==> src/sv/bmi_pkg.sv <==
// Package for the bus mouse interface: command codes, item and result
// structs, bus constants and the saturating add and port A helpers.
// No dependencies.
package bmi_pkg;

  typedef enum logic [2:0] {
    CMD_MOTION   = 3'd0,
    CMD_CTRL_WR  = 3'd1,
    CMD_BUS_WR   = 3'd2,
    CMD_BUS_RD   = 3'd3,
    CMD_TICK     = 3'd4
  } cmd_e;

  localparam logic [15:0] RATE_ADDR      = 16'hBFDB;
  localparam logic [7:0]  RATE_RSVD_MASK = 8'hFC;
  localparam logic [7:0]  BUS_FLOAT      = 8'hFF;
  localparam int unsigned CTRL_IRQ_OFF   = 4;
  localparam int unsigned CTRL_LATCH     = 7;

  typedef struct packed {
    logic [2:0]         cmd;
    logic signed [15:0] delta_x;
    logic signed [15:0] delta_y;
    logic [2:0]         buttons;
    logic [15:0]        bus_addr;
    logic [7:0]         write_data;
    logic [7:0]         write_mask;
  } item_t;

  typedef struct packed {
    logic [7:0] port_a;
    logic       port_a_new;
    logic       irq;
    logic [7:0] read_data;
  } result_t;

  // Clamp delta to +-32, add to signed 8-bit accumulator, saturate.
  function automatic logic [7:0] sat_add(logic [7:0] acc, logic signed [15:0] d);
    logic signed [6:0] dc;
    logic signed [8:0] s;
    if (d > 16'sd32) begin
      dc = 7'sd32;
    end else if (d < -16'sd32) begin
      dc = -7'sd32;
    end else begin
      dc = d[6:0];
    end
    s = $signed({acc[7], acc}) + $signed({{2{dc[6]}}, dc});
    if (s > 9'sd127) begin
      return 8'h7F;
    end else if (s < -9'sd128) begin
      return 8'h80;
    end
    return s[7:0];
  endfunction

  function automatic logic [7:0] port_value(logic [2:0] buttons, logic [7:0] ctrl,
                                            logic [7:0] ax, logic [7:0] ay,
                                            logic [7:0] lx, logic [7:0] ly);
    logic [7:0] src;
    logic [3:0] nib;
    case (ctrl[7:6])
      2'd0:    src = ax;
      2'd1:    src = ay;
      2'd2:    src = lx;
      default: src = ly;
    endcase
    nib = ctrl[5] ? src[7:4] : src[3:0];
    return {~buttons[0], ~buttons[2], ~buttons[1], 1'b0, nib};
  endfunction

endpackage

==> src/sv/bmi_core.sv <==
// Mouse state registers (accumulators, latches, control, rate, tick count)
// and the combinational update for one item. Uses bmi_pkg.
module bmi_core (
  input  logic             clk_i,
  input  logic             rst_ni,
  input  logic             step_i,
  input  bmi_pkg::item_t   item_i,
  output bmi_pkg::result_t result_o
);

  logic [7:0] acc_x_q, acc_x_d, acc_y_q, acc_y_d;
  logic [7:0] latch_x_q, latch_x_d, latch_y_q, latch_y_d;
  logic [7:0] control_q, control_d;
  logic [1:0] rate_sel_q, rate_sel_d, active_rate_q, active_rate_d;
  logic [2:0] tick_cnt_q, tick_cnt_d;

  logic [2:0] tick_inc;
  logic       tick_wrap;

  assign tick_inc  = tick_cnt_q + 3'd1;
  assign tick_wrap = (tick_inc == 3'd0) ||
                     ({1'b0, tick_inc} >= (4'd1 << active_rate_q));

  always_comb begin
    acc_x_d       = acc_x_q;
    acc_y_d       = acc_y_q;
    latch_x_d     = latch_x_q;
    latch_y_d     = latch_y_q;
    control_d     = control_q;
    rate_sel_d    = rate_sel_q;
    active_rate_d = active_rate_q;
    tick_cnt_d    = tick_cnt_q;
    result_o      = '0;
    unique case (bmi_pkg::cmd_e'(item_i.cmd))
      bmi_pkg::CMD_MOTION: begin
        acc_x_d = bmi_pkg::sat_add(acc_x_q, item_i.delta_x);
        acc_y_d = bmi_pkg::sat_add(acc_y_q, item_i.delta_y);
        result_o.port_a_new = 1'b1;
      end
      bmi_pkg::CMD_CTRL_WR: begin
        if (!control_q[bmi_pkg::CTRL_LATCH] && item_i.write_data[bmi_pkg::CTRL_LATCH]) begin
          latch_x_d = acc_x_q;
          latch_y_d = acc_y_q;
          acc_x_d   = '0;
          acc_y_d   = '0;
        end
        control_d = item_i.write_data & item_i.write_mask;
        result_o.port_a_new = 1'b1;
      end
      bmi_pkg::CMD_BUS_WR: begin
        if (item_i.bus_addr == bmi_pkg::RATE_ADDR &&
            (item_i.write_data & bmi_pkg::RATE_RSVD_MASK) == 8'h00) begin
          rate_sel_d = item_i.write_data[1:0];
        end
      end
      bmi_pkg::CMD_BUS_RD: begin
        result_o.read_data = (item_i.bus_addr == bmi_pkg::RATE_ADDR) ?
                             {6'd0, rate_sel_q} : bmi_pkg::BUS_FLOAT;
      end
      bmi_pkg::CMD_TICK: begin
        tick_cnt_d = tick_inc;
        if (tick_wrap) begin
          result_o.irq  = !control_q[bmi_pkg::CTRL_IRQ_OFF];
          tick_cnt_d    = '0;
          active_rate_d = rate_sel_q;
        end
      end
      default: begin
      end
    endcase
    if (result_o.port_a_new) begin
      result_o.port_a = bmi_pkg::port_value(item_i.buttons, control_d, acc_x_d,
                                            acc_y_d, latch_x_d, latch_y_d);
    end
  end

  always_ff @(posedge clk_i or negedge rst_ni) begin
    if (!rst_ni) begin
      acc_x_q       <= '0;
      acc_y_q       <= '0;
      latch_x_q     <= 8'hFF;
      latch_y_q     <= 8'hFF;
      control_q     <= 8'hFF;
      rate_sel_q    <= '0;
      active_rate_q <= '0;
      tick_cnt_q    <= '0;
    end else if (step_i) begin
      acc_x_q       <= acc_x_d;
      acc_y_q       <= acc_y_d;
      latch_x_q     <= latch_x_d;
      latch_y_q     <= latch_y_d;
      control_q     <= control_d;
      rate_sel_q    <= rate_sel_d;
      active_rate_q <= active_rate_d;
      tick_cnt_q    <= tick_cnt_d;
    end
  end

  a_tick_bound: assert property (@(posedge clk_i) disable iff (!rst_ni)
    {1'b0, tick_cnt_q} < (4'd1 << active_rate_q))
    else $error("tick count past interrupt period");

  a_latch_clears: assert property (@(posedge clk_i) disable iff (!rst_ni)
    step_i && item_i.cmd == bmi_pkg::CMD_CTRL_WR && !control_q[bmi_pkg::CTRL_LATCH]
    && item_i.write_data[bmi_pkg::CTRL_LATCH] |=> acc_x_q == 8'h00 && acc_y_q == 8'h00)
    else $error("accumulators not cleared on latch");

endmodule

==> src/sv/bus_mouse_interface.sv <==
// Bus mouse interface top level: input register, state core, result register.
// Uses bmi_pkg and bmi_core.
//
// One item can transfer in every cycle while out_ready_i is high. An accepted
// item waits in the input register until the result register is free. Then the
// state update and the port A computation run in one short combinational pass
// into the result register, and out_valid_o is set as the result is captured.
// While a result waits, one more item can be taken into the input register.
// After that, in_ready_o stays low until the result transfers. Throughput is
// one item per cycle while out_ready_i is high. Every item gives exactly one
// result; unused fields of a result read zero.
module bus_mouse_interface (
  input  logic        clk_i,
  input  logic        rst_ni,
  input  logic        in_valid_i,
  output logic        in_ready_o,
  input  logic [2:0]  cmd_i,
  input  logic signed [15:0] delta_x_i,
  input  logic signed [15:0] delta_y_i,
  input  logic [2:0]  buttons_i,
  input  logic [15:0] bus_addr_i,
  input  logic [7:0]  write_data_i,
  input  logic [7:0]  write_mask_i,
  output logic        out_valid_o,
  input  logic        out_ready_i,
  output logic [7:0]  port_a_o,
  output logic        port_a_new_o,
  output logic        irq_o,
  output logic [7:0]  read_data_o
);

  bmi_pkg::item_t   item_q;
  bmi_pkg::result_t res_d, res_q;
  logic             in_valid_q, out_valid_q;
  logic             advance;

  assign advance    = in_valid_q && (!out_valid_q || out_ready_i);
  assign in_ready_o = !in_valid_q || advance;

  always_ff @(posedge clk_i or negedge rst_ni) begin
    if (!rst_ni) begin
      in_valid_q  <= 1'b0;
      out_valid_q <= 1'b0;
    end else begin
      if (in_ready_o) begin
        in_valid_q <= in_valid_i;
      end
      if (advance) begin
        out_valid_q <= 1'b1;
      end else if (out_ready_i) begin
        out_valid_q <= 1'b0;
      end
    end
  end

  always_ff @(posedge clk_i) begin
    if (in_valid_i && in_ready_o) begin
      item_q <= '{cmd: cmd_i, delta_x: delta_x_i, delta_y: delta_y_i, buttons: buttons_i,
                  bus_addr: bus_addr_i, write_data: write_data_i,
                  write_mask: write_mask_i};
    end
    if (advance) begin
      res_q <= res_d;
    end
  end

  bmi_core u_core (
    .clk_i    (clk_i),
    .rst_ni   (rst_ni),
    .step_i   (advance),
    .item_i   (item_q),
    .result_o (res_d)
  );

  assign out_valid_o  = out_valid_q;
  assign port_a_o     = res_q.port_a;
  assign port_a_new_o = res_q.port_a_new;
  assign irq_o        = res_q.irq;
  assign read_data_o  = res_q.read_data;

  a_adv_fills: assert property (@(posedge clk_i) disable iff (!rst_ni)
    advance |=> out_valid_o)
    else $error("result lost after advance");

  a_hold_input: assert property (@(posedge clk_i) disable iff (!rst_ni)
    in_valid_q && !advance |=> in_valid_q && $stable(item_q))
    else $error("input register changed while stalled");

  a_exclusive: assert property (@(posedge clk_i) disable iff (!rst_ni)
    out_valid_o && irq_o |-> !port_a_new_o && port_a_o == 8'h00 && read_data_o == 8'h00)
    else $error("interrupt result carries other fields");

endmodule
==> config.mk <==
export PLATFORM = sky130hd
export DESIGN_NAME = bus_mouse_interface
export DESIGN_NICKNAME = d
export VERILOG_FILES = /design/src/sv/bmi_pkg.sv /design/src/sv/bmi_core.sv /design/src/sv/bus_mouse_interface.sv
export SDC_FILE = /design/constraint.sdc
export NUM_CORES = 1
export LEC_CHECK = 0
export ABC_AREA = 1
export BUFFER_PORTS_ARGS = -buffer_cell sky130_fd_sc_hd__buf_2
export CORE_MARGIN = 2
export CORE_UTILIZATION = 36
export CTS_CLUSTER_DIAMETER = 120
export DETAILED_ROUTE_END_ITERATION = 12
export GPL_ROUTABILITY_DRIVEN = 0
export SLEW_MARGIN = 20
export SYNTH_ARGS = -nofsm -noshare
export SYNTH_HDL_FRONTEND = slang
export SYNTH_SLANG_ARGS = --single-unit
==> constraint.sdc <==
create_clock -name clk_i -period 2.82 [get_ports clk_i]
set_input_delay 0.282 -clock clk_i [delete_from_list [all_inputs] [get_ports clk_i]]
set_output_delay 0.282 -clock clk_i [all_outputs]
set_load 0.02 [all_outputs]
Word level (Yosys, flattened, before mapping)
Cells that the tools add are included.
{"block": "totals", "ff_bits": 137, "wordCells": 103, "inputBits": 74}
{"block": "op_classes", "n_eq_ne": 7, "n_shift": 1, "add_sub_neg": 3, "reduce_logical": 22, "bitwise": 4, "muxes": 34, "n_lt_le_gt_ge": 9}
{"op": "$mux 8", "n": 14}
{"op": "$mux 7", "n": 6}
{"op": "$gt 16x7->1 const B", "n": 2}
{"op": "$lt 16x6->1 const B", "n": 2}
{"op": "$pmux 8 s2", "n": 2}
{"op": "$pmux 8 s3", "n": 1}
{"op": "$add 8x7->9", "n": 2}
{"op": "$gt 9x8->1 const B", "n": 2}
{"op": "$lt 9x8->1 const B", "n": 2}
{"op": "$eq 16x16->1 const B", "n": 1}
{"op": "$mux 1", "n": 9}
{"op": "$and 8x8->8", "n": 1}
{"op": "$logic_not 8->1", "n": 1}
{"op": "$eq 3x2->1 const B", "n": 2}
{"op": "$logic_not 3->1", "n": 2}
{"op": "$reduce_and 2->1", "n": 3}
{"op": "$reduce_and 3->1", "n": 2}
{"op": "$ge 3x4->1", "n": 1}
{"op": "$logic_and 1x1->1", "n": 4}
{"op": "$logic_not 1->1", "n": 4}
{"op": "$mux 4", "n": 1}
{"op": "$shl 1x2->4 const A", "n": 1}
{"op": "$add 3x1->3 const B", "n": 1}
{"op": "$eq 3x1->1 const B", "n": 1}
{"op": "9 further kinds", "n": 13}

Depth between registers and ports, before layout
Gate-level depths: netlist (run 1).
{"block": "logic_depth", "word_depth": 13, "mapped_depth": 22}

Cells and area by module
From an unflattened synthesis (run 1), not the netlist that was laid out.
{"block": "unflattened", "cells_unflattened": 701, "hier_area_um2": 6618.8}
{"module": "bmi_core", "instances": 1, "cells_per_inst": 601, "area_each_um2": 3881.2}
{"module": "bus_mouse_interface", "instances": 1, "cells_per_inst": 100, "area_each_um2": 2737.6}

Least setup slack after synthesis (run 1)
No wires, ideal clock.
{"block": "synth_path", "path_type": "reg2reg", "startpoint": "reg item_q[56] (netlist bit)", "endpoint": "reg res_q (netlist bit port_a_o[1]) (data pin)", "stages_incl_launch_ff": 20, "path_slack_ns": -0.006, "setup_ns": 0.256, "n_path_buf": 0, "arrival_ns": 2.570, "cell_sequence": "edfxtp_1 nand4_1 o41ai_1 inv_1 nor3_1 ha_1 nand3_1 nand3_1 nand2_1 nand2_1 nand2_1 nand2_2 nand2_2 nand3_1 nand2_1 nand2_1 nand2_1 nand3_1 nand2_1 a21oi_2"}
{"block": "synth_between", "elab_chain_len": 13, "word_cells_on_any_way": 16}
{"element": "start: declaration", "line": "bus_mouse_interface.sv:32", "source": "bmi_pkg::item_t item_q;"}
{"element": "start signal: assignment", "line": "bus_mouse_interface.sv:58", "source": "item_q <= '{cmd: cmd_i, delta_x: delta_x_i, delta_y: delta_y_i, buttons: buttons_i,"}
{"element": "$lt 16x6->1", "line": "bmi_pkg.sv:43", "source": "end else if (d < -16'sd32) begin"}
{"element": "$mux 7", "line": "bmi_pkg.sv:43"}
{"element": "$mux 7 *", "line": "bmi_pkg.sv:41", "source": "if (d > 16'sd32) begin"}
{"element": "$mux 7 *", "line": "bmi_core.sv:34", "source": "unique case (bmi_pkg::cmd_e'(item_i.cmd))"}
{"element": "$add 8x7->9 *", "line": "bmi_pkg.sv:48", "source": "s = $signed({acc[7], acc}) + $signed({{2{dc[6]}}, dc});"}
{"element": "$lt 9x8->1", "line": "bmi_pkg.sv:51", "source": "end else if (s < -9'sd128) begin"}
{"element": "$mux 1", "line": "bmi_pkg.sv:51"}
{"element": "$mux 1", "line": "bmi_pkg.sv:49", "source": "if (s > 9'sd127) begin"}
{"element": "$mux 1", "line": "bmi_core.sv:34"}
{"element": "$mux 8 *", "line": "bmi_pkg.sv:54", "source": "return s[7:0];"}
{"element": "$pmux 8 s2 *", "line": "bmi_core.sv:34"}
{"element": "$pmux 8 s3 *", "line": "bmi_pkg.sv:62", "source": "case (ctrl[7:6])"}
{"element": "$mux 4 *", "line": "bmi_pkg.sv:68", "source": "nib = ctrl[5] ? src[7:4] : src[3:0];"}
{"element": "end signal: assignment", "line": "bus_mouse_interface.sv:63", "source": "res_q <= res_d;"}
{"element": "end: declaration", "line": "bus_mouse_interface.sv:33", "source": "bmi_pkg::result_t res_d, res_q;"}
Mark *: on every way between the ends. The rest lies on a longest branch, timed or not. The select of a mux whose other input is x is not followed.
A chain may end at the register's enable or synchronous reset.

Worst setup path after layout (run 1)
{"block": "layout_path", "startpoint": "reg item_q[53] (netlist bit)", "endpoint": "reg res_q (netlist bit port_a_o[3]) (data pin)"}
Same word-level chain as after synthesis.

==> summary.txt, run 1 <==
share of power burned in registers: 0.360
Initial Utilization: 0.365
final WL: 14100 um
Area Overhead vs Synth: 31.1%
worst-path fanout max: 7
core area: 17200 sq um
layout cells sized above 1: 0.356
switching pwr: 0.00263 W
H-tree depth: 4
GRT Residual Overflow: 0
leakage power: 3.67 nW
Horiz. Die Dim: 136 um
PortBufs: 88
Worst path most repeated cell: nand2_2
top post-synthesis cells by area: edfxtp_1 37%, nand2_1 12%, dfrtp_1 10%
Post-synth EDFFs: 78
failing checks: negative setup slack
area share of the largest cell type after synthesis: 0.373
Root Buffer Master: clkbuf_16
first-pass GRT wire length: 22500 um
share of the yosys chip area belonging to registers: 0.557
final antenna-violating net count: 0
drt wl/cell: 13.4 um
largest net degree at the start of global routing: 52
top cells by count, synth: 204 x nand2_1, 78 x edfxtp_1, 66 x inv_1, 43 x o21ai_0, 35 x nand3_1
# nets final: 911
biggest area consumer among synthesized cells: edfxtp_1
Peak Freq: 326 MHz
Final Hold Vio Count: 0
Least-Margin Pin Slew: 0.612 ns
TritonCTS Buffers: 17
# IOs: 94
placed cell areas: 7240 sq um
most frequent cell after synthesis: nand2_1
CTS tree: done
ANT cells: 0
final core occ: 0.479
placed cell count: 1004
RSZ-0062 raised after global routing: true
logic gate share of total power: 0.355
Distinct cells, synth: 43
status: complete, but fails checks
Worst Slack Setup Final: -0.246 ns
mapped cell area: 6270 sq um
antenna violations before repair: 0
Max rail drop VDD: 459 uV
crit share post-route: 1.09
CP Data Arrival Time: 3.33 ns
DR iter-0 viols: 281
Syn Area/Cell: 9.40 sq um
synth warn: 0
switching part of the total: 0.357
Via density: 4.65
startpoint types: flop
DP Wirelength: 9840 um
vias post-DR: 4890
crit path time final: 3.07 ns
Post-Syn Nets: 764
Clk pin slew, worst setup/hold paths: 0.06 ns
number of synthesized register bits: 123
CTS max path bufs: 2
max_cap viols: 0
DRC: 0
Worst Skew: 0.00749 ns
crit path capture type: flop
vias in the first global route: 4606
CP cell instances: inv_2, nand4_1, o21ai_2, a41oi_4, nor3_2, ha_2, fa_2, nand3_2, nand2_2, nand3_4, nand2_4, nand2_4, a21oi_4, nand2_2, nand2_2, nand2_1, nand3_1, nand2_1, a21oi_2
final setup vio count: 8
max incr delay on CP: 0.37 ns
required time of the critical path: 3.09 ns
clock share of power: 0.285
Tightest Hold Check Type: input port to flop
chip height: 136 um
Primary FF master, synth: edfxtp_1
Initial DRT Pass Iterations: 5
final instance area: 8220 sq um
Power Dens Cells: 895 nW/um^2
fin cells: 1052
Worst-Skew Late Latency: 0.41 ns
Die ar.: 18500 sq um
Crit-path slowest cell: edfxtp_1
total internal power: 0.00473 W
asr flop ratio synth: 0.366
Setup CP Type: flop to flop
GRT Total Usage: 0.158
Syn Inst Count: 667
CTS sink count: 123
Row Count: 48
fin. max-slew vios: 0
Slew HR: 0.592
-- worst max-delay path, delay by kind of cell, from the launching register on --
| kind | cells | cell delay [ns] |
|---|---|---|
| simple gates | 12 | 1.18 |
| compound gates | 4 | 0.85 |
| fa+ha+maj | 2 | 0.45 |
| flops | 1 | 0.37 |
| buf+inv | 1 | 0.07 |
-- per-stage QoR --
stage          hold WS, ns  power, W  TNS, ns  setup WS (ns)
2_1_floorplan      -0.0136   0.00422        0         0.0563
3_3_place_gp         0.420   0.00494    -1.41         -0.290
3_5_place_dp         0.421   0.00496    -1.10         -0.247
4_1_cts             0.0209   0.00720   -0.518         -0.144
5_1_grt             0.0163   0.00787    -5.53         -0.551
6_report            0.0404   0.00736    -1.08         -0.246
-- path summary, 6_finish.rpt --
path,from,end,slack [ns],cells past startpoint
max,item_q[53]$_DFFE_PP_,port_a_o[3]$_SDFFCE_PP0P_,-0.25,19
min,delta_x_i[7],item_q[58]$_DFFE_PP_,0.04,1
max reg2reg,item_q[53]$_DFFE_PP_,port_a_o[3]$_SDFFCE_PP0P_,-0.25,19
min reg2reg,u_core.latch_x_q[3]$_DFFE_PN1P_,u_core.latch_x_q[3]$_DFFE_PN1P_,0.47,2
max in group asynchronous,rst_ni,u_core.acc_y_q[5]$_DFFE_PN0P_,1.91,3
min in group asynchronous,rst_ni,u_core.active_rate_q[0]$_DFFE_PN0P_,0.50,3
-- metal layers --
metal,up-vias,share of wire,global-route usage
met1,2254,0.46,0.204
met2,98,0.49,0.260
met5,-,0,0
met3,10,0.035,0.0403
met4,0,0.011,0.0527
li1,2528,-,-
-- power by group through the flow --
stage	registers, W	clock network (W)	logic [W]
after floorplan	0.00262	0	0.00160
after global placement	0.00267	0	0.00227
after detailed placement	0.00268	0	0.00228
after CTS	0.00265	0.00214	0.00241
after global routing	0.00269	0.00222	0.00296
final	0.00265	0.00210	0.00261
-- cell type report --
| cell class | instances | area, sq um |
|---|---|---|
| tap | 225 | 282 |
| inverter | 74 | 283 |
| timing repair buffer | 147 | 902 |
| clock buffer | 19 | 433 |
| multi-input combinational | 451 | 2690 |
| fill | 1638 | 8950 |
| sequential | 123 | 3490 |
| clock inverter | 13 | 140 |
-- flip-flops by register name, indices dropped and copies added, names as in the netlist --
register / count
u_core.acc_y_q: 8
read_data_o: 3
port_a_new_o: 1
u_core.active_rate_q: 2
u_core.latch_y_q: 8
u_core.tick_cnt_q: 3
irq_o: 1
u_core.rate_sel_q: 2
out_valid_o: 1
u_core.latch_x_q: 8
u_core.control_q: 4
item_q: 66
u_core.acc_x_q: 8
port_a_o: 7
in_valid_q: 1
-- placed cells by master, fill, tap and decap left out, types with 5 or more instances in the layout --
| cell | n |
|---|---|
| xnor2_1 | 7 |
| mux2i_1 | 7 |
| dfrtp_1 | 25 |
| edfxtp_1 | 78 |
| nand3b_1 | 5 |
| buf_2 | 88 |
| inv_1 | 60 |
| o21ai_1 | 8 |
| nor3_2 | 6 |
| nand3_2 | 5 |
| nand3_1 | 30 |
| a21oi_1 | 15 |
| nor2_1 | 33 |
| o21ai_2 | 6 |
| a21oi_2 | 9 |
| clkbuf_16 | 17 |
| ha_1 | 19 |
| buf_4 | 56 |
| nor3_1 | 8 |
| dfstp_2 | 20 |
| inv_2 | 12 |
| a31oi_1 | 5 |
| nand2_1 | 177 |
| nand4_1 | 9 |
| o21ai_0 | 34 |
| nand2_2 | 31 |
-- what timing repair did --
action                     4_1_cts  5_1_grt
hold buffers                     1        0
gates resized for setup         31       51
setup buffers                    4       11
hold endpoints to repair        25        0
pin swaps                       17       35
setup endpoints to repair       14       20
-- cell families after synthesis --
| family | synth area share |
|---|---|
| xor gates and xnor gates | 0.0126 |
| AOI/OAI and AO/OA | 0.0814 |
| buffers and inverters | 0.0612 |
| adders and majority gates | 0.0483 |
| DFF | 0.557 |
| and+or+nand+nor | 0.224 |
| other | 0.000598 |
| muxes | 0.0148 |
(Power assumes the default switching activity.)
==> inputs of run 2 (changes only) <==
SETUP_SLACK_MARGIN = 0.02   (was not set)
==> summary.txt, run 2 (same netlist as run 1, synthesis figures left out) <==
status: complete, but fails checks (unchanged)
failing checks: negative setup slack (unchanged)
Power Dens Cells: 898 nW/um^2 (was 895 nW/um^2)
startpoint types: flop (unchanged)
required time of the critical path: 3.09 ns (about the same)
crit path capture type: flop (unchanged)
final WL: 14100 um (about the same)
GRT Residual Overflow: 0 (unchanged)
Via density: 4.66 (was 4.65)
# IOs: 94 (unchanged)
fin. max-slew vios: 0 (unchanged)
final antenna-violating net count: 0 (unchanged)
ANT cells: 0 (unchanged)
Largest register FFs: 66 (unchanged)
H-tree depth: 4 (unchanged)
Peak Freq: 327 MHz (was 326 MHz)
dpl ws: -0.247 ns (unchanged)
CTS sink count: 123 (unchanged)
CTS tree: done (unchanged)
largest net degree at the start of global routing: 52 (unchanged)
Critical Path Start: item_q[53]$_DFFE_PP_ (unchanged)
CP Data Arrival Time: 3.33 ns (about the same)
final setup vio count: 8 (unchanged)
drt wl/cell: 13.4 um (about the same)
worst r2r src: item_q[53]$_DFFE_PP_ (unchanged)
commonest cells after routing, fill and taps aside: 177 x nand2_1, 88 x buf_2, 78 x edfxtp_1, 60 x inv_1, 57 x buf_4 (was 177 x nand2_1, 88 x buf_2, 78 x edfxtp_1, 60 x inv_1, 56 x buf_4)
Clk pin slew, worst setup/hold paths: 0.06 ns (about the same)
TNS Setup: -1.07 ns (was -1.08 ns)
hold path start: delta_x_i[7] (unchanged)
PortBufs: 88 (unchanged)
antenna violations before repair: 0 (unchanged)
core area: 17200 sq um (unchanged)
Initial DRT Pass Iterations: 5 (unchanged)
Tightest Hold Check Type: input port to flop (unchanged)
chip height: 136 um (unchanged)
most common cell after layout, fill and taps aside: nand2_1 (unchanged)
Setup CP Type: flop to flop (unchanged)
Worst Skew: 0.00770 ns (was 0.00749 ns)
DR iter-0 viols: 279 (was 281)
Worst Slack Setup Final: -0.240 ns (was -0.246 ns)
crit path time final: 3.06 ns (was 3.07 ns)
layout cells sized above 1: 0.357 (was 0.356)
vias post-DR: 4910 (was 4890)
GRT Total Usage: 0.158 (unchanged)
Largest Register: item_q (unchanged)
first-pass GRT wire length: 22500 um (unchanged)
worst-path fanout max: 7 (unchanged)
max_cap viols: 0 (unchanged)
RSZ-0062 raised after global routing: true (unchanged)
Final Hold Vio Count: 0 (unchanged)
# fillers: 1637 (was 1638)
TritonCTS Buffers: 17 (unchanged)
vias in the first global route: 4606 (unchanged)
CTS max path bufs: 2 (unchanged)
Area Overhead vs Synth: 31.3% (was 31.1%)
Row Count: 48 (unchanged)
Horiz. Die Dim: 136 um (unchanged)
leakage power: 3.68 nW (was 3.67 nW)
Root Buffer Master: clkbuf_16 (unchanged)
DP Wirelength: 9840 um (unchanged)
Die ar.: 18500 sq um (unchanged)
# nets final: 912 (was 911)
crit share post-route: 1.09 (about the same)
Least-Margin Pin Slew: 0.612 ns (about the same)
Worst-Skew Late Latency: 0.41 ns (about the same)
DRC: 0 (unchanged)
Slew HR: 0.591 (was 0.592)
Max rail drop VDD: 459 uV (about the same)
Initial Utilization: 0.365 (unchanged)
==> run 2: cell count changes in the layout (fill, tap and decap cells not counted) <==
cell | previous run | this run
o21ai_1 | 8 | 10
o21ai_0 | 34 | 31
buf_4 | 56 | 57
o21ai_2 | 6 | 7
==> run 2: area by class of cell <==
cell class                 count  area [sq um]  area share
clock buffer                  19           433      0.0526
clock inverter                13           140      0.0170
inverter                      74           283      0.0343
multi-input combinational    451          2690       0.327
sequential                   123          3490       0.424
tap                          225           282      0.0342
timing repair buffer         148           910       0.110
==> run 2: where the power goes <==
group | switching (W) | total, W | internal (W)
logic | 0.00157 | 0.00264 | 0.00106
clock network | 0.000795 | 0.00210 | 0.00130
registers | 0.000271 | 0.00265 | 0.00238
total | 0.00264 | 0.00739 | 0.00475
==> run 2: timing repair <==
action	4_1_cts	5_1_grt
endpoints found under the hold margin	25	0
gates cloned	0	0
endpoints found under the setup margin	15	20
resized for setup	32	54
setup buffers	4	12
pin swaps	17	35
hold buffers	1	0
==> run 2: metal layers <==
layer / global-route usage / part of all wire
met5: 0 / 0
met4: 0.0527 / 0.013
met3: 0.0403 / 0.036
met2: 0.260 / 0.49
met1: 0.204 / 0.46
==> run 2: worst paths after layout <==
path	slack, ns	end	depth (start not counted)
worst max-delay path	-0.24	port_a_o[3]$_SDFFCE_PP0P_	19
worst min-delay path	0.04	item_q[58]$_DFFE_PP_	1
worst max register to register	-0.24	port_a_o[3]$_SDFFCE_PP0P_	19
worst min register to register	0.47	u_core.latch_x_q[1]$_DFFE_PN1P_	2
max in group asynchronous	1.92	u_core.acc_y_q[5]$_DFFE_PN0P_	3
min in group asynchronous	0.50	u_core.active_rate_q[0]$_DFFE_PN0P_	3
==> run 2: metrics by stage <==
stage	power [W]	util	instance area [sq um]	instances	hold slack (ns)
after floorplan	0.00422	-	6280	667	-0.0136
after global placement	0.00494	0.421	7240	1004	0.420
after detailed placement	0.00496	0.421	7240	1004	0.421
after CTS	0.00720	0.464	7960	1041	0.0209
after global routing	0.00790	0.479	8230	1053	0.0163
final	0.00739	0.479	8230	1053	0.0408
==> run 2: worst max-delay path, cell delays in order (launching register included) <==
cell and delay [ns]:
edfxtp_1 0.37, inv_2 0.07, nand4_1 0.12, o21ai_2 0.22, a41oi_4 0.21, nor3_2 0.22
ha_2 0.23, fa_2 0.22, nand3_2 0.08, nand2_2 0.09, nand3_4 0.09, nand2_4 0.10
nand2_4 0.07, a21oi_4 0.28, nand2_2 0.12, nand2_2 0.10, nand2_1 0.05, nand3_1 0.06
nand2_1 0.07, a21oi_2 0.13
